<file path="src/hw/rtl/ps2dec_pkg.sv">
`timescale 1ns / 1ps
`default_nettype none

package ps2dec_pkg;

	// prefix and modifier scan codes, set 2
	localparam logic [7:0] SC_EXT    = 8'hE0;
	localparam logic [7:0] SC_REL    = 8'hF0;
	localparam logic [7:0] SC_LSHIFT = 8'h12;
	localparam logic [7:0] SC_RSHIFT = 8'h59;
	localparam logic [7:0] SC_CTRL   = 8'h14;
	localparam logic [7:0] SC_ALT    = 8'h11;
	localparam logic [7:0] SC_CAPS   = 8'h58;

	localparam logic [1:0] COMBO_PLAIN = 2'd0;
	localparam logic [1:0] COMBO_CTRL  = 2'd1;
	localparam logic [1:0] COMBO_ALT   = 2'd2;

	typedef struct packed {
		logic shift;
		logic ctrl;
		logic alt;
		logic caps;
	} held_keys_t;

	function automatic logic [6:0] plain_map(input logic [6:0] b);
		logic [6:0] c;
		case (b)
			7'h1C: c = 7'h61;
			7'h32: c = 7'h62;
			7'h21: c = 7'h63;
			7'h23: c = 7'h64;
			7'h24: c = 7'h65;
			7'h2B: c = 7'h66;
			7'h34: c = 7'h67;
			7'h33: c = 7'h68;
			7'h43: c = 7'h69;
			7'h3B: c = 7'h6A;
			7'h42: c = 7'h6B;
			7'h4B: c = 7'h6C;
			7'h3A: c = 7'h6D;
			7'h31: c = 7'h6E;
			7'h44: c = 7'h6F;
			7'h4D: c = 7'h70;
			7'h15: c = 7'h71;
			7'h2D: c = 7'h72;
			7'h1B: c = 7'h73;
			7'h2C: c = 7'h74;
			7'h3C: c = 7'h75;
			7'h2A: c = 7'h76;
			7'h1D: c = 7'h77;
			7'h22: c = 7'h78;
			7'h35: c = 7'h79;
			7'h1A: c = 7'h7A;
			7'h16: c = 7'h31;
			7'h1E: c = 7'h32;
			7'h26: c = 7'h33;
			7'h25: c = 7'h34;
			7'h2E: c = 7'h35;
			7'h36: c = 7'h36;
			7'h3D: c = 7'h37;
			7'h3E: c = 7'h38;
			7'h46: c = 7'h39;
			7'h45: c = 7'h30;
			7'h0E: c = 7'h60;
			7'h4E: c = 7'h2D;
			7'h55: c = 7'h3D;
			7'h54: c = 7'h5B;
			7'h5B: c = 7'h5D;
			7'h5D: c = 7'h5C;
			7'h4C: c = 7'h3B;
			7'h52: c = 7'h27;
			7'h41: c = 7'h2C;
			7'h49: c = 7'h2E;
			7'h4A: c = 7'h2F;
			7'h29: c = 7'h20;
			7'h5A: c = 7'h0A;
			7'h66: c = 7'h08;
			7'h0D: c = 7'h09;
			7'h76: c = 7'h1B;
			7'h70: c = 7'h30;
			7'h69: c = 7'h31;
			7'h72: c = 7'h32;
			7'h7A: c = 7'h33;
			7'h6B: c = 7'h34;
			7'h73: c = 7'h35;
			7'h74: c = 7'h36;
			7'h6C: c = 7'h37;
			7'h75: c = 7'h38;
			7'h7D: c = 7'h39;
			7'h7C: c = 7'h2A;
			7'h7B: c = 7'h2D;
			7'h79: c = 7'h2B;
			7'h71: c = 7'h2E;
			default: c = 7'h00;
		endcase
		return c;
	endfunction

	// zero means shift leaves the key alone; letters are zero here yet still change case with shift
	function automatic logic [6:0] shift_map(input logic [6:0] b);
		logic [6:0] c;
		case (b)
			7'h16: c = 7'h21;
			7'h1E: c = 7'h40;
			7'h26: c = 7'h23;
			7'h25: c = 7'h24;
			7'h2E: c = 7'h25;
			7'h36: c = 7'h5E;
			7'h3D: c = 7'h26;
			7'h3E: c = 7'h2A;
			7'h46: c = 7'h28;
			7'h45: c = 7'h29;
			7'h0E: c = 7'h7E;
			7'h4E: c = 7'h5F;
			7'h55: c = 7'h2B;
			7'h54: c = 7'h7B;
			7'h5B: c = 7'h7D;
			7'h5D: c = 7'h7C;
			7'h4C: c = 7'h3A;
			7'h52: c = 7'h22;
			7'h41: c = 7'h3C;
			7'h49: c = 7'h3E;
			7'h4A: c = 7'h3F;
			default: c = 7'h00;
		endcase
		return c;
	endfunction

	function automatic logic [6:0] ext_map(input logic [7:0] b);
		logic [6:0] c;
		case (b)
			8'h75: c = 7'h5E;
			8'h72: c = 7'h76;
			8'h6B: c = 7'h3C;
			8'h74: c = 7'h3E;
			8'h70: c = 7'h30;
			8'h71: c = 7'h2E;
			8'h6C: c = 7'h37;
			8'h69: c = 7'h31;
			8'h7D: c = 7'h39;
			8'h7A: c = 7'h33;
			8'h4A: c = 7'h2F;
			8'h5A: c = 7'h0A;
			default: c = 7'h00;
		endcase
		return c;
	endfunction

endpackage

`default_nettype wire

</file>
<file path="src/hw/rtl/ps2dec_if.sv">
`timescale 1ns / 1ps
`default_nettype none

interface ps2dec_scan_if;
	logic       valid;
	logic       ready;
	logic [7:0] scan_byte;

	modport source (output valid, output scan_byte, input ready);
	modport sink (input valid, input scan_byte, output ready);
endinterface

interface ps2dec_char_if;
	logic       valid;
	logic       ready;
	logic [6:0] char_code;
	logic [1:0] combo_kind;

	modport source (output valid, output char_code, output combo_kind, input ready);
	modport sink (input valid, input char_code, input combo_kind, output ready);
endinterface

`default_nettype wire

</file>
<file path="src/hw/rtl/ps2_scancode_to_ascii_decoder.sv">
`timescale 1ns / 1ps
`default_nettype none

// channel | dir | payload                    | meaning
// scan    | in  | scan_byte[7:0]             | set 2 scan byte, E0/F0 prefixes included
// ascii   | out | char_code[6:0], combo_kind | decoded character and combination kind
//
// one item per cycle sustained while no result stalls; each byte passes the input register, then the result register
// prefix state and modifier flags update as each byte leaves the input register
// arst_n clears the prefix and modifier flags and both valid bits
// a stalled result holds the input register; scan.ready then drops once it is full

module ps2_scancode_to_ascii_decoder
	import ps2dec_pkg::*;
(
	input  wire logic      clk,
	input  wire logic      arst_n,
	ps2dec_scan_if.sink    scan,
	ps2dec_char_if.source  ascii
);

	logic       valid_s1;
	logic [7:0] byte_s1;
	logic       ext_q;
	logic       rel_q;
	held_keys_t held_q;
	logic       out_valid_q;
	logic [6:0] char_q;
	logic [1:0] kind_q;

	logic       advance;
	logic       is_prefix;
	logic       is_shift;
	logic       is_mod;
	logic       emit;
	logic [6:0] map_char;
	logic [1:0] map_kind;

	assign advance   = valid_s1 && (!out_valid_q || ascii.ready);
	assign scan.ready = !valid_s1 || advance;

	assign is_prefix = (byte_s1 == SC_EXT) || (byte_s1 == SC_REL);
	assign is_shift  = (byte_s1 == SC_LSHIFT) || (byte_s1 == SC_RSHIFT);
	assign is_mod    = is_shift || (byte_s1 == SC_CTRL) || (byte_s1 == SC_ALT)
		|| (byte_s1 == SC_CAPS);
	assign emit      = !is_prefix && !rel_q && !is_mod && (map_char != 7'h00);

	ps2dec_keymap u_keymap (
		.scan_byte  (byte_s1),
		.ext        (ext_q),
		.held       (held_q),
		.char_code  (map_char),
		.combo_kind (map_kind)
	);

	always_ff @(posedge clk or negedge arst_n) begin
		if (!arst_n) begin
			valid_s1 <= 1'b0;
		end else if (scan.ready) begin
			valid_s1 <= scan.valid;
		end
	end

	always_ff @(posedge clk) begin
		if (scan.valid && scan.ready) begin
			byte_s1 <= scan.scan_byte;
		end
	end

	always_ff @(posedge clk or negedge arst_n) begin
		if (!arst_n) begin
			ext_q  <= 1'b0;
			rel_q  <= 1'b0;
			held_q <= '0;
		end else if (advance) begin
			if (byte_s1 == SC_EXT) begin
				ext_q <= 1'b1;
			end else if (byte_s1 == SC_REL) begin
				rel_q <= 1'b1;
			end else begin
				ext_q <= 1'b0;
				if (rel_q) begin
					rel_q <= 1'b0;
					if (is_shift) held_q.shift <= 1'b0;
					else if (byte_s1 == SC_CTRL) held_q.ctrl <= 1'b0;
					else if (byte_s1 == SC_ALT) held_q.alt <= 1'b0;
				end else begin
					if (byte_s1 == SC_CAPS) held_q.caps <= !held_q.caps;
					else if (is_shift) held_q.shift <= 1'b1;
					else if (byte_s1 == SC_CTRL) held_q.ctrl <= 1'b1;
					else if (byte_s1 == SC_ALT) held_q.alt <= 1'b1;
				end
			end
		end
	end

	always_ff @(posedge clk or negedge arst_n) begin
		if (!arst_n) begin
			out_valid_q <= 1'b0;
		end else if (advance) begin
			out_valid_q <= emit;
		end else if (ascii.ready) begin
			out_valid_q <= 1'b0;
		end
	end

	always_ff @(posedge clk) begin
		if (advance && emit) begin
			char_q <= map_char;
			kind_q <= map_kind;
		end
	end

	assign ascii.valid      = out_valid_q;
	assign ascii.char_code  = char_q;
	assign ascii.combo_kind = kind_q;

	a_no_zero_char: assert property (@(posedge clk) disable iff (!arst_n)
		ascii.valid |-> (ascii.char_code != 7'h00))
		else $error("zero character presented");

	a_rel_sets_flag: assert property (@(posedge clk) disable iff (!arst_n)
		(advance && (byte_s1 == SC_REL)) |=> rel_q)
		else $error("release prefix not recorded");

	a_ctrl_range: assert property (@(posedge clk) disable iff (!arst_n)
		(advance && emit && held_q.ctrl && !ext_q) |=>
		(ascii.combo_kind == COMBO_CTRL))
		else $error("ctrl combination not flagged");

	a_stall_holds_input: assert property (@(posedge clk) disable iff (!arst_n)
		(valid_s1 && !advance) |=> (valid_s1 && $stable(byte_s1)))
		else $error("input register lost an item while stalled");

endmodule

`default_nettype wire

</file>
<file path="src/hw/rtl/ps2dec_keymap.sv">
`timescale 1ns / 1ps
`default_nettype none

module ps2dec_keymap
	import ps2dec_pkg::*;
(
	input  wire logic [7:0] scan_byte,
	input  wire logic       ext,
	input  wire held_keys_t held,
	output logic [6:0]      char_code,
	output logic [1:0]      combo_kind
);

	logic [6:0] plain_c;
	logic [6:0] shift_c;
	logic [6:0] base_c;
	logic       is_lower;
	logic       is_upper;

	assign plain_c = scan_byte[7] ? 7'h00 : plain_map(scan_byte[6:0]);
	assign shift_c = scan_byte[7] ? 7'h00 : shift_map(scan_byte[6:0]);
	assign is_lower = (plain_c >= 7'h61) && (plain_c <= 7'h7A);

	always_comb begin
		if (ext) begin
			base_c = ext_map(scan_byte);
		end else if (is_lower) begin
			// upper case when caps and shift disagree
			base_c = (held.shift != held.caps) ? (plain_c - 7'h20) : plain_c;
		end else if (held.shift && (shift_c != 7'h00)) begin
			base_c = shift_c;
		end else begin
			base_c = plain_c;
		end
	end

	assign is_upper = (base_c >= 7'h41) && (base_c <= 7'h5A);

	always_comb begin
		char_code  = base_c;
		combo_kind = COMBO_PLAIN;
		if (held.ctrl && !ext) begin
			// low five bits of a letter give 1..26 for either case
			if (is_upper || ((base_c >= 7'h61) && (base_c <= 7'h7A))) begin
				char_code = {2'b00, base_c[4:0]};
			end
			combo_kind = COMBO_CTRL;
		end else if (held.alt && !ext) begin
			combo_kind = COMBO_ALT;
		end
	end

endmodule

`default_nettype wire

</file>
<file path="src/flat_wrapper.sv">
// flat-port wrapper written by rule: the top's interface ports become plain ports
module ps2_scancode_to_ascii_decoder_flat import ps2dec_pkg::*;
  (clk, arst_n, scan_valid, scan_scan_byte, scan_ready, ascii_valid, ascii_char_code, ascii_combo_kind, ascii_ready);
  ps2dec_scan_if scan_i ();
  ps2dec_char_if ascii_i ();
  input  wire logic clk;
  input  wire logic arst_n;
  input wire logic [$bits(scan_i.valid)-1:0] scan_valid;
  input wire logic [$bits(scan_i.scan_byte)-1:0] scan_scan_byte;
  output wire logic [$bits(scan_i.ready)-1:0] scan_ready;
  output wire logic [$bits(ascii_i.valid)-1:0] ascii_valid;
  output wire logic [$bits(ascii_i.char_code)-1:0] ascii_char_code;
  output wire logic [$bits(ascii_i.combo_kind)-1:0] ascii_combo_kind;
  input wire logic [$bits(ascii_i.ready)-1:0] ascii_ready;
  assign scan_i.valid = scan_valid;
  assign scan_i.scan_byte = scan_scan_byte;
  assign scan_ready = scan_i.ready;
  assign ascii_valid = ascii_i.valid;
  assign ascii_char_code = ascii_i.char_code;
  assign ascii_combo_kind = ascii_i.combo_kind;
  assign ascii_i.ready = ascii_ready;
  ps2_scancode_to_ascii_decoder u_core (.clk(clk), .arst_n(arst_n), .scan(scan_i), .ascii(ascii_i));
endmodule
</file>
<file path="config.mk">
export PLATFORM = sky130hd
export DESIGN_NAME = ps2_scancode_to_ascii_decoder_flat
export DESIGN_NICKNAME = d
export VERILOG_FILES = /design/src/hw/rtl/ps2dec_pkg.sv /design/src/hw/rtl/ps2dec_if.sv /design/src/hw/rtl/ps2_scancode_to_ascii_decoder.sv /design/src/hw/rtl/ps2dec_keymap.sv /design/src/flat_wrapper.sv
export SDC_FILE = /design/constraint.sdc
export NUM_CORES = 1
export LEC_CHECK = 0
export BUFFER_PORTS_ARGS = -buffer_cell sky130_fd_sc_hd__buf_4
export CAP_MARGIN = 30
export CORE_MARGIN = 2
export CORE_UTILIZATION = 29
export DETAILED_ROUTE_END_ITERATION = 8
export GPL_ROUTABILITY_DRIVEN = 0
export HOLD_SLACK_MARGIN = 0.03
export SYNTH_ARGS = -nofsm -noshare
export SYNTH_HDL_FRONTEND = slang
export SYNTH_SLANG_ARGS = --single-unit
</file>
<file path="constraint.sdc">
create_clock -name clk -period 3 [get_ports clk]
set_input_delay 0 -clock clk [delete_from_list [all_inputs] [get_ports clk]]
set_output_delay 0 -clock clk [all_outputs]
set_load 0.05 [all_outputs]
</file>
# == Word-level counts from Yosys, hierarchy flattened ==
# Memory sizes are Yosys's and may differ from the RTL's. A register that Yosys moved wholly into a read port is not among the register bits.
# Cells that the tools add are included.
# totals
ff_bits,25
romBits,896
input_bits,12
out_inout_bits,11
word_cells,132
memories,1
# op_classes
n_addsub,1
order_cmp,6
n_eq_ne,43
muxes,29
bitwise,5
n_reduce_logical,36
# mem_list
name,words,word_bits,read_ports,rd_ports_with_merged_regs,wr,line,source
(name not given),128,7,1,1,0,ps2dec_pkg.sv:28,case (b)
# op_table
op,n
$pmux W7 S21,1
$eq A8 B7 Y1 const B,14
$eq A7 B7 Y1 const B,12
$pmux W7 S12,1
$mux W7,9
$eq A7 B6 Y1 const B,6
$eq A8 B5 Y1 const B,3
$ge A7 B7 Y1 const B,3
$le A7 B7 Y1 const B,3
$eq A8 B8 Y1 const B,2
$eq A7 B5 Y1 const B,2
$reduce_bool A7 Y1,2
$mux W1,13
$logic_and A1 B1 Y1,12
$reduce_and A5 Y1,2
$logic_or A1 B1 Y1,8
$eq A7 B4 Y1 const B,1
$logic_not A1 Y1,7
$reduce_and A7 Y1,1
$sub A7 B6 Y7 const B,1
$mux W2,3
$mux W3,2
$reduce_and A6 Y1,1
$not A1 Y1,5
4 further kinds,6

# == Depth between registers and ports, before layout ==
# Gate-level depths: netlist of the first run.
# logic_depth
depth_word,16
ltp_mapped,14

# == Cells and area by module ==
# Synthesis of the first run repeated with hierarchy kept, for this count alone.
# hier_totals
hier_cells,397
area_unflattened_um2,3245.6
# by_module_without_submodules
mod,instances,cells_per_inst,area_per_inst_um2,seq_area_each_um2
ps2dec_keymap,1,333,2254.7,0.0
ps2_scancode_to_ascii_decoder,1,64,991.0,710.7

# == Worst setup path before layout of the first run ==
# No wires, ideal clock.
# synth_timing
path_kind,reg-to-reg
start,"register u_core.out_valid_q, in the netlist u_core.ascii.valid"
end,register with a tool-made name
setup_ns,0.126
arrival_ns,3.467
setup_slack_ns,-0.593
stages_incl_launch_ff,12
cell_sequence,dfrtp_1 > nand3b_1 > nand2_1 > mux2i_1 > inv_1 > ha_1 > clkbuf_1 > a21oi_1 > o21ai_0 > a32o_1 > a221oi_1 > a21oi_1
# synth_lines
item,line,source
"start, declared",ps2_scancode_to_ascii_decoder.sv:27,logic out_valid_q;
"start signal, assigned",ps2_scancode_to_ascii_decoder.sv:101,out_valid_q <= emit;

# == Final worst setup path of the first run ==
# layout_timing
start,register u_core.byte_s1[0]
end,"register u_core.char_q[5], in the netlist u_core.ascii.char_code[5], data pin"
# layout_via
elab_chain_cells,13
# layout_lines
item,line,source
"start, declared",ps2_scancode_to_ascii_decoder.sv:23,logic [7:0] byte_s1;
"start signal, assigned",ps2_scancode_to_ascii_decoder.sv:66,byte_s1 <= scan.scan_byte;
$eq A7 B7 Y1 (tied with other cells),ps2dec_pkg.sv:103,case (b)
$pmux W7 S21,ps2dec_pkg.sv:103,
$mux W7,ps2dec_keymap.sv:21,assign shift_c = scan_byte[7] ? 7'h00 : shift_map(scan_byte[6:0]);
$reduce_bool A7 Y1,ps2dec_keymap.sv:30,end else if (held.shift && (shift_c != 7'h00)) begin
$logic_and A1 B1 Y1,ps2dec_keymap.sv:30,
$mux W7,ps2dec_keymap.sv:30,
$mux W7,ps2dec_keymap.sv:27,end else if (is_lower) begin
$mux W7 (*),ps2dec_keymap.sv:25,if (ext) begin
$ge A7 B7 Y1 (tied with other cells),ps2dec_keymap.sv:37,assign is_upper = (base_c >= 7'h41) && (base_c <= 7'h5A);
$logic_and A1 B1 Y1 (on tied branches),"ps2dec_keymap.sv:37, ps2dec_keymap.sv:44",
$logic_or A1 B1 Y1,ps2dec_keymap.sv:44,if (is_upper || ((base_c >= 7'h61) && (base_c <= 7'h7A))) begin
$mux W7,ps2dec_keymap.sv:44,
$mux W7 (*),ps2dec_keymap.sv:42,if (held.ctrl && !ext) begin
named net u_core.map_char[5],ps2_scancode_to_ascii_decoder.sv:36,logic [6:0] map_char;
"end signal, assigned",ps2_scancode_to_ascii_decoder.sv:109,char_q <= map_char;
"end, declared",ps2_scancode_to_ascii_decoder.sv:28,logic [6:0] char_q;
# Mark *: on every way through the listed nets, which the timed path passes. The rest lies on a longest branch.
# A chain may end at the register's enable or synchronous reset.

==> results by stage, run 1 <==
GRT:
- The final global-route overflow total is 0.
- For this run, the total global-route usage over all layers was measured as 0.1798.
- The first global-routing pass estimated 19.71 mm of wire.
- The maximum number of pins on one net before global-route repair is 29.
- The number of global-route vias before repair came to 3905.
- The number of antenna violations at the first check in global routing is 0.

Synth:
- The Yosys step of the flow raised 0 warnings.
- Each instance of the synthesized netlist takes up on average between 7 and 8 um^2.
- The async set-reset flop share out of synthesis is 0.2500.
- Of the synthesized area, sequential elements account for 0.2304.
- The post-synthesis sequential element count is 32.
- In this run, distinct cell masters in the synthesized netlist total 83.
- The number of enable-type register cells in the synthesized netlist is 17.
- The dominant synthesized flop cell is sky130_fd_sc_hd__edfxtp_1.
- When the netlist entered floorplanning its net count stood at approximately 500.
- In the synthesized netlist, the number of instances is ~480.
- In this run the cell area of the synthesized design comes to 0.003694 mm^2.

STA:
- For the pin with the worst max-slew slack, the measured transition is 0.7629 ns.
- Once routing completed, OpenROAD measured the worst setup slack at -0.1124 ns.
- The final hold slack is between 0.06 and 0.07 ns.
- The fmax is between 300 and 400 MHz.
- The total setup violations reported at the end of the flow is 12.
- Measured against its own limit, the worst slew margin works out to 0.4896.
- The final sum of negative setup slack is -0.7568 ns.
- The clock tree skew after final layout is roughly 0.0085 ns.
- The max-slew violation count was 0.
- The hold violation count in the final report is 0.
- Setup repair after global routing could not meet its margin everywhere.
- The share of the clock period used by the worst path after layout is 1.037.
- The minimum period implied by the final worst setup slack is ~3.1 ns.

Setup path:
- Of all nets on the critical path, the largest fanout is 6.
- For the worst setup path, the data arrival time is 3.13 ns.
- The capture point of the worst reg-to-reg path is u_core.ascii.char_code[5].
- The gate family responsible for the most delay along the worst path is compound AO/OA/AOI/OAI gates.
- The last element of the critical path is u_core.ascii.char_code[5].
- The worst setup path is of the register to register kind.
- The element type at the critical path end is a register.
- The minimum setup slack among reg-to-reg paths is -0.11 ns.
- For the worst flop-to-flop path, the logic depth is 13.
- Data on the critical path is required at its endpoint by between 3 and 4 ns.
- The cell type with the highest occurrence count on the critical path is sky130_fd_sc_hd__buf_4.
- Tracing the worst setup path back leads to its startpoint at u_core.byte_s1[0].
- The critical-path cell with the highest stage delay is sky130_fd_sc_hd__edfxtp_1.
- The critical path runs through a total of 13 cells.
- For this run, the slowest stage of the critical path takes 0.48 ns.
- The buffer and inverter count on the worst path is 4.
- The signal on the critical path passes through buf_4 > nand2b_4 > or3_1 > o311ai_2 > buf_4 > nor4_4 > buf_4 > o211ai_1 > o311ai_4 > buf_4 > a21o_1 > a311oi_1 > nor2_1.
- The worst setup path is launched from a register.
- The beginning of the worst register-to-register path is u_core.byte_s1[0].

Finish:
- The count of inserted antenna diode cells is 0.
- The layout has between 1k and 1.5k filler cells.
- The area of the multi-input gates is 0.002788 mm^2.
- At the end of the flow, the number of nets in the layout was 588.
- Leaving out fill and tap cells, the most frequent cell in the layout is sky130_fd_sc_hd__buf_4.
- The fraction of final layout cells with drive strength greater than 1 is 0.2963.
- The register area is 852.1 um^2.
- The synthesis-to-finish area growth is 36.08%.
- Leaving out fill and tap cells, the most frequent cells in the layout are 104 x sky130_fd_sc_hd__buf_4, 47 x sky130_fd_sc_hd__nor2_1, 46 x sky130_fd_sc_hd__nand2_1.
- Summing all non-filler instances in the final layout gives an area of between 0.005 and 0.006 mm^2.
- Leaving out filler cells and counting taps, the final layout contains 739.

Die:
- The effective utilization at floorplan is 0.2951.
- During I/O placement, the number of pins put on the boundary was 23.
- The die height is about 120 um.
- The die is between 100 and 150 um wide.
- The core outline area is 0.01252 mm^2.
- The die covers roughly 0.014 mm^2.
- Row generation in the floorplan step produced roughly 40 rows.

Clocking:
- The clock-pin slew reported for the worst setup and hold paths after clock tree synthesis is 0.06 ns.
- The TritonCTS buffer count is 5.
- The root buffer cell is sky130_fd_sc_hd__clkbuf_16.
- The clock passes through at most 2 buffers.
- Counting every sink on the clock net gives 32.
- The later-pin clock latency in the skew report is 0.28 ns.
- The H-tree was split into 2 levels.
- The TritonCTS clock tree is done.

Detailed routing:
- For this block, the routed nets add up to roughly 13 mm of wire.
- The number of nets with antenna violations after detailed routing is 0.
- The number of DRC markers after the initial detailed-route iteration is 427.
- For this run, the detailed router's first-pass iteration total came to 5.
- After detailed routing, the number of remaining DRC violations is 0.
- After detailed routing, the average wire length per cell comes to approximately 17 um.
- For this block, the via count after detailed routing is 4256.
- The via density per instance is around 5.8.

Hold path:
- In this run the worst hold path is classified as primary input to asynchronous set/reset pin.

Power and ir drop:
- The fraction of power consumed by the clock network is 0.174.
- The internal power of the cells totals between 0.0015 and 0.002 W.
- The combinational power share is 0.580.
- The analysis attributes to cell leakage a power of between 2 and 2.5 nW.
- The switching component of the power is 0.001255 W.
- The power share of the sequential group is 0.246.
- Across the VDD grid, the largest voltage drop is ~0.00018 V.
- The power per standard cell area is around 560 mW/mm^2.
- The fraction of power spent switching nets is 0.4422.

Placed design:
- Summed over all nets, the half-perimeter wirelength after detailed placement is approximately 9 mm.
- In this run the cell area measured after placement is ~0.0045 mm^2.
- The number of input and output port buffers inserted is 22.
- The number of cells after detailed placement is 705.

Job:
- Max-cap violations in this run came to 0.

Run status:
- The run finished, with violations left.
- The checks that failed: setup timing.
==> Yosys cell counts (3+ instances only) <==
library cell                instances  share of area
sky130_fd_sc_hd__nor3b_1            4         0.0081
sky130_fd_sc_hd__mux2_2             4          0.012
sky130_fd_sc_hd__a31oi_1           12          0.020
sky130_fd_sc_hd__dfrtp_1            8          0.054
sky130_fd_sc_hd__clkbuf_1          16          0.016
sky130_fd_sc_hd__and2_1             7          0.012
sky130_fd_sc_hd__a211oi_1          12          0.024
sky130_fd_sc_hd__o21ai_0           35          0.047
sky130_fd_sc_hd__buf_4              5          0.010
sky130_fd_sc_hd__inv_1             10          0.010
sky130_fd_sc_hd__o22ai_1            7          0.012
sky130_fd_sc_hd__nand4_1            6          0.010
sky130_fd_sc_hd__a311oi_1           4         0.0095
sky130_fd_sc_hd__a221oi_1           5          0.012
sky130_fd_sc_hd__ha_1              10          0.034
sky130_fd_sc_hd__nand3_1           16          0.022
sky130_fd_sc_hd__nor2_1            47          0.048
sky130_fd_sc_hd__a21o_1             3         0.0061
sky130_fd_sc_hd__o21ai_1            3         0.0041
sky130_fd_sc_hd__nor2b_1           12          0.020
sky130_fd_sc_hd__and3_1             5         0.0085
sky130_fd_sc_hd__or3_1              3         0.0051
sky130_fd_sc_hd__o31ai_1            3         0.0061
sky130_fd_sc_hd__buf_2             15          0.020
sky130_fd_sc_hd__a21oi_1           38          0.051
sky130_fd_sc_hd__a22oi_1            5          0.010
sky130_fd_sc_hd__dfxtp_1            7          0.038
sky130_fd_sc_hd__nand2_1           47          0.048
sky130_fd_sc_hd__a32o_1             5          0.014
sky130_fd_sc_hd__buf_1              6         0.0061
sky130_fd_sc_hd__nand2b_1           6          0.010
sky130_fd_sc_hd__mux2i_1            8          0.022
sky130_fd_sc_hd__edfxtp_1          17           0.14
sky130_fd_sc_hd__xnor2_1            7          0.017
sky130_fd_sc_hd__nor3_1            12          0.016
sky130_fd_sc_hd__nand3b_1           3         0.0061
sky130_fd_sc_hd__o2111ai_1          3         0.0071
sky130_fd_sc_hd__o211ai_1           6          0.012
==> per-stage QoR <==
| stage | total power, W | utilization | worst slack [ns] |
|---|---|---|---|
| after floorplan | 0.001695 | - | -0.03369 |
| after global routing | 0.002999 | 0.4015 | -0.1897 |
| after detailed placement | 0.002176 | 0.3603 | -0.1354 |
| after global placement | 0.002162 | 0.3603 | -0.08097 |
| final | 0.002837 | 0.4015 | -0.1124 |
| after CTS | 0.002757 | 0.3865 | -0.1023 |
==> what timing repair did <==
| action | in CTS | in global routing |
|---|---|---|
| pin swaps | 8 | 12 |
| endpoints found under the setup margin | 12 | 15 |
| hold buffers | 10 | 0 |
| hold endpoints to repair | 17 | 0 |
| cloned | 1 | 1 |
| gates resized for setup | 5 | 21 |
| setup buffers | 5 | 11 |
==> per-layer routing <==
metal  share of wire  track usage
met5               0            0
met4           0.024      0.05569
met3           0.069      0.01802
met2            0.49       0.3114
met1            0.42       0.2365
==> how the worst min path moves through the flow <==
stage / to / depth (start not counted)
finish: u_core.rel_q / 2
global placement: u_core.held_q[1] / 1
CTS: u_core.ascii.valid / 3
floorplan: u_core.ascii.valid / 0
global route: u_core.ascii.valid / 3
detailed placement: u_core.ext_q / 1
==> layout make-up <==
type | instances | share of cell area
clock inverter | 3 | 0.003734
sequential | 32 | 0.1695
timing repair inverter | 1 | 0.0009958
inverter | 10 | 0.008215
timing repair buffer | 121 | 0.1952
tap | 172 | 0.04282
multi-input combinational | 395 | 0.5546
clock buffer | 5 | 0.02489
==> worst register-to-register path, stage by stage, from the launching register on <==
cell and delay [ns]:
sky130_fd_sc_hd__edfxtp_1 0.48, sky130_fd_sc_hd__buf_4 0.19, sky130_fd_sc_hd__nand2b_4 0.15, sky130_fd_sc_hd__or3_1 0.39
sky130_fd_sc_hd__o311ai_2 0.09, sky130_fd_sc_hd__buf_4 0.17, sky130_fd_sc_hd__nor4_4 0.05, sky130_fd_sc_hd__buf_4 0.14
sky130_fd_sc_hd__o211ai_1 0.26, sky130_fd_sc_hd__o311ai_4 0.17, sky130_fd_sc_hd__buf_4 0.17, sky130_fd_sc_hd__a21o_1 0.14
sky130_fd_sc_hd__a311oi_1 0.33, sky130_fd_sc_hd__nor2_1 0.10
==> power by group through the flow <==
stage	registers [W]	logic, W	clock network (W)
global placement	0.000702	0.00146	0
floorplan	0.000836	0.000859	0
finish	0.000698	0.00165	0.000493
global route	0.000715	0.00176	0.000523
CTS	0.000695	0.00156	0.000503
detailed placement	0.000703	0.00147	0
==> kinds of logic (layout without fill, tap and decap cells) <==
group,after synthesis,count (layout),share of synthesized area
AO/OA/AOI/OAI,172,173,0.3269
multiplexers,12,12,0.03388
AND/OR/NAND/NOR,191,191,0.2873
buffers and inverters,53,140,0.06606
flip-flops,32,32,0.2304
XOR/XNOR,8,8,0.01897
adder cells (fa/ha/maj),11,11,0.03659
Power figures use the tool's default switching activity.
==> run 2: changes to the inputs <==
--- a/config.mk
+++ b/config.mk
@@ -5,7 +5,7 @@
 export SDC_FILE = /design/constraint.sdc
 export NUM_CORES = 1
 export LEC_CHECK = 0
-export BUFFER_PORTS_ARGS = -buffer_cell sky130_fd_sc_hd__buf_4
+export BUFFER_PORTS_ARGS = -buffer_cell sky130_fd_sc_hd__buf_2
 export CAP_MARGIN = 30
 export CORE_MARGIN = 2
 export CORE_UTILIZATION = 29
==> run 2 against run 1 <==
  * The run still ends with setup timing left
  * Hold slack worse by 0.018 ns
  * Cell count unchanged
  * Die area unchanged
  * Global-route usage up 0.72 points
  * Power down 1.3%
  * Final area down 2.5%
  * Sequential power down 2%
  * Critical path depth down 2
  * Largest power group unchanged
==> results by stage, run 2 (same netlist as run 1, synthesis figures left out) <==
Run status:
- Run status: finished, violations left (unchanged).
- Violations in the final reports: setup timing (unchanged).

Setup path:
- The critical-path cell with the highest stage delay is sky130_fd_sc_hd__o41ai_4 (was sky130_fd_sc_hd__edfxtp_1).
- The largest stage delay on the critical path is 0.52 ns (was 0.48 ns).
- The buffer and inverter count on the worst path is 2 (was 4).
- The gate family responsible for the most delay along the worst path is compound AO/OA/AOI/OAI gates (unchanged).
- The data arrival time of the critical path was 3.25 ns (was 3.13 ns).
- The maximum fanout count along the critical path is 7 (was 6).
- Critical Path, Cell by Cell: nor2b_2 > ha_2 > a31oi_1 > o41ai_4 > buf_4 > a31oi_1 > a221o_1 > nor4b_4 > buf_4 > a311oi_4 > a21o_1 (was buf_4 > nand2b_4 > or3_1 > o311ai_2 > buf_4 > nor4_4 > buf_4 > o211ai_1 > o311ai_4 > buf_4 > a21o_1 > a311oi_1 > nor2_1).
- The endpoint required time on the critical path is 3.17 ns (was 3.02 ns).
- The element type at the critical path end is a register (unchanged).
- The sort of element at the start of the critical path is a register (unchanged).
- The type of the worst setup path is register to register (unchanged).

Clocking:
- The later-pin clock latency in the skew report was 0.28 ns (about the same).
- The level count of the clock H-tree came to 2 (unchanged).
- The TritonCTS sink count is 32 (unchanged).
- The root buffer cell was sky130_fd_sc_hd__clkbuf_16 (unchanged).
- The TritonCTS clock tree is done (unchanged).
- The buffer depth of the longest clock path is 2 (unchanged).
- The clock-pin slew reported for the worst setup and hold paths after clock tree synthesis is 0.05 ns (was 0.06 ns).
- The TritonCTS buffer count is 5 (unchanged).

GRT:
- The number of global-route vias before repair came to 4041 (was 3905).
- The maximum number of pins on one net before global-route repair is 26 (was 29).
- The overall routing resource usage is 0.1870 (was 0.1798).
- The global-route wire length before repair is 20.58 mm (was 19.71 mm).
- The final global-route overflow total is 0 (unchanged).
- The number of antenna violations at the first check in global routing came to 0 (unchanged).

Die:
- The number of top-level design ports is 23 (unchanged).
- The die area is 0.01366 mm^2 (unchanged).
- The core outline area was 0.01252 mm^2 (unchanged).
- The effective utilization at floorplan is 0.2951 (unchanged).
- The width of the chip was 116.9 um (unchanged).
- The placement row count is 41 (unchanged).
- The die height is 116.9 um (unchanged).

Finish:
- The number of filler cells placed in the layout came to 1277 (was 1284).
- The most common cell after layout, fill and taps aside is sky130_fd_sc_hd__buf_4 (unchanged).
- The net total in the final layout is 588 (unchanged).
- The count of inserted antenna diode cells is 0 (unchanged).
- The synthesis-to-finish area growth came to 32.72% (was 36.08%).
- The cell area after layout is 0.004902 mm^2 (was 0.005026 mm^2).
- The fraction of final layout cells with drive strength greater than 1 was 0.2875 (was 0.2963).
- Highest-count cells in the layout ignoring fill and taps: 86 x sky130_fd_sc_hd__buf_4, 47 x sky130_fd_sc_hd__nor2_1, 46 x sky130_fd_sc_hd__nand2_1 (was 104 x sky130_fd_sc_hd__buf_4, 47 x sky130_fd_sc_hd__nor2_1, 46 x sky130_fd_sc_hd__nand2_1).

STA:
- Setup repair after global routing missed its margin: yes (unchanged).
- The max-slew violation count was 0 (unchanged).
- The smallest setup slack after layout is -0.08518 ns (was -0.1124 ns).
- The final hold slack is 0.04978 ns (was 0.06761 ns).
- The actual slew at the worst max-slew pin was 0.7455 ns (was 0.7629 ns).
- The minimum period implied by the final worst setup slack is 3.085 ns (was 3.112 ns).
- The final sum of negative setup slack is -0.6629 ns (was -0.7568 ns).
- The total setup violations reported at the end of the flow is 10 (was 12).
- The share of the clock period used by the worst path after layout was 1.028 (was 1.037).
- The worst slew slack as a fraction of its limit is 0.4997 (was 0.4896).
- The hold violation count in the final report was 0 (unchanged).
- The clock tree skew after final layout was 0.005893 ns (was 0.008489 ns).
- The fmax is 324.1 MHz (was 321.3 MHz).

Detailed routing:
- The via density per instance came to 5.771 (was 5.759).
- The number of remaining DRC errors was 0 (unchanged).
- The total routed wirelength is 12.55 mm (was 12.54 mm).
- The overall via count from detail_route is 4265 (was 4256).
- The number of nets with antenna violations after detailed routing came to 0 (unchanged).
- The number of DRC markers after the initial detailed-route iteration is 498 (was 427).
- The number of detailed-route iterations in the first pass came to 6 (was 5).
- The wire length per cell was 16.98 um (was 16.97 um).

Power and ir drop:
- The cell leakage power is 1.974 nW (was 2.019 nW).
- The worst ir drop on vdd is 0.0002034 V (was 0.0001777 V).
- The power per standard cell area is 571.4 mW/mm^2 (was 564.5 mW/mm^2).

Placed design:
- The half-perimeter wire length of the detailed placement result is 9.227 mm (was 9.075 mm).
- The number of input and output port buffers inserted is 22 (unchanged).
- The total cell area at the placement stage came to 0.004477 mm^2 (was 0.004509 mm^2).
- The pre-CTS setup slack is -0.1901 ns (was -0.1354 ns).

Job:
- The number of max-cap violations is 0 (unchanged).

Hold path:
- The kind of path behind the tightest hold check is primary input to register (was primary input to asynchronous set/reset pin).
[run 2: metrics by stage]
stage          std cells  total power [W]  utilization
5_1_grt              739         0.002967       0.3916
6_report             739         0.002801       0.3916
4_1_cts              732         0.002747       0.3837
3_3_place_gp         708         0.002147       0.3577
3_5_place_dp         708         0.002165       0.3577
2_1_floorplan        479         0.001695            -
[run 2: power by group]
group	switching (W)	internal, W
logic	0.000971	0.000645
clock network	0.000195	0.000305
registers	0.0000873	0.000597
[run 2: cell type report]
cell class | instances | area [um^2] | area share
clock buffers | 5 | 125.1 | 0.02552
clock inverters | 3 | 18.77 | 0.003828
flip-flops and latches | 32 | 852.1 | 0.1738
inverters | 10 | 37.54 | 0.007657
repair buffers | 122 | 909.6 | 0.1856
multi-input cells | 395 | 2744 | 0.5597
well taps | 172 | 215.2 | 0.04390
[run 2: final timing paths]
check,to,startpoint,cells past startpoint,slack (ns)
max,u_core.ascii.valid,u_core.byte_s1[7],11,-0.09
min,u_core.ascii.valid,ascii_ready,3,0.05
max reg2reg,u_core.ascii.valid,u_core.byte_s1[7],11,-0.09
min reg2reg,u_core.held_q[0],u_core.held_q[0],1,0.49
max in group asynchronous,u_core.ascii.valid,arst_n,2,2.73
min in group asynchronous,u_core.held_q[1],arst_n,2,0.09
[run 2: worst register-to-register path, delay by kind of cell, from the launching register on]
kind | cells | cell delay, ns
AOI/OAI and AO/OA | 6 | 1.44
buffers and inverters | 2 | 0.38
adders and majority gates | 1 | 0.22
DFF | 1 | 0.45
and+or+nand+nor | 2 | 0.51
[run 2: metal layers]
layer | GRT usage | up-vias | part of all wire
met5 | 0 | - | 0
li1 | - | 1998 | -
met3 | 0.02111 | 55 | 0.077
met1 | 0.2466 | 1957 | 0.42
met4 | 0.08706 | 0 | 0.045
met2 | 0.3071 | 255 | 0.46
[run 2: timing repair]
item                       in CTS  in global routing
hold buffers                   10                  0
resized for setup               5                 11
pin swaps                       7                  7
setup buffers                   6                  7
cloned                          1                  0
hold endpoints to repair       17                  0
setup endpoints to repair      11                 16
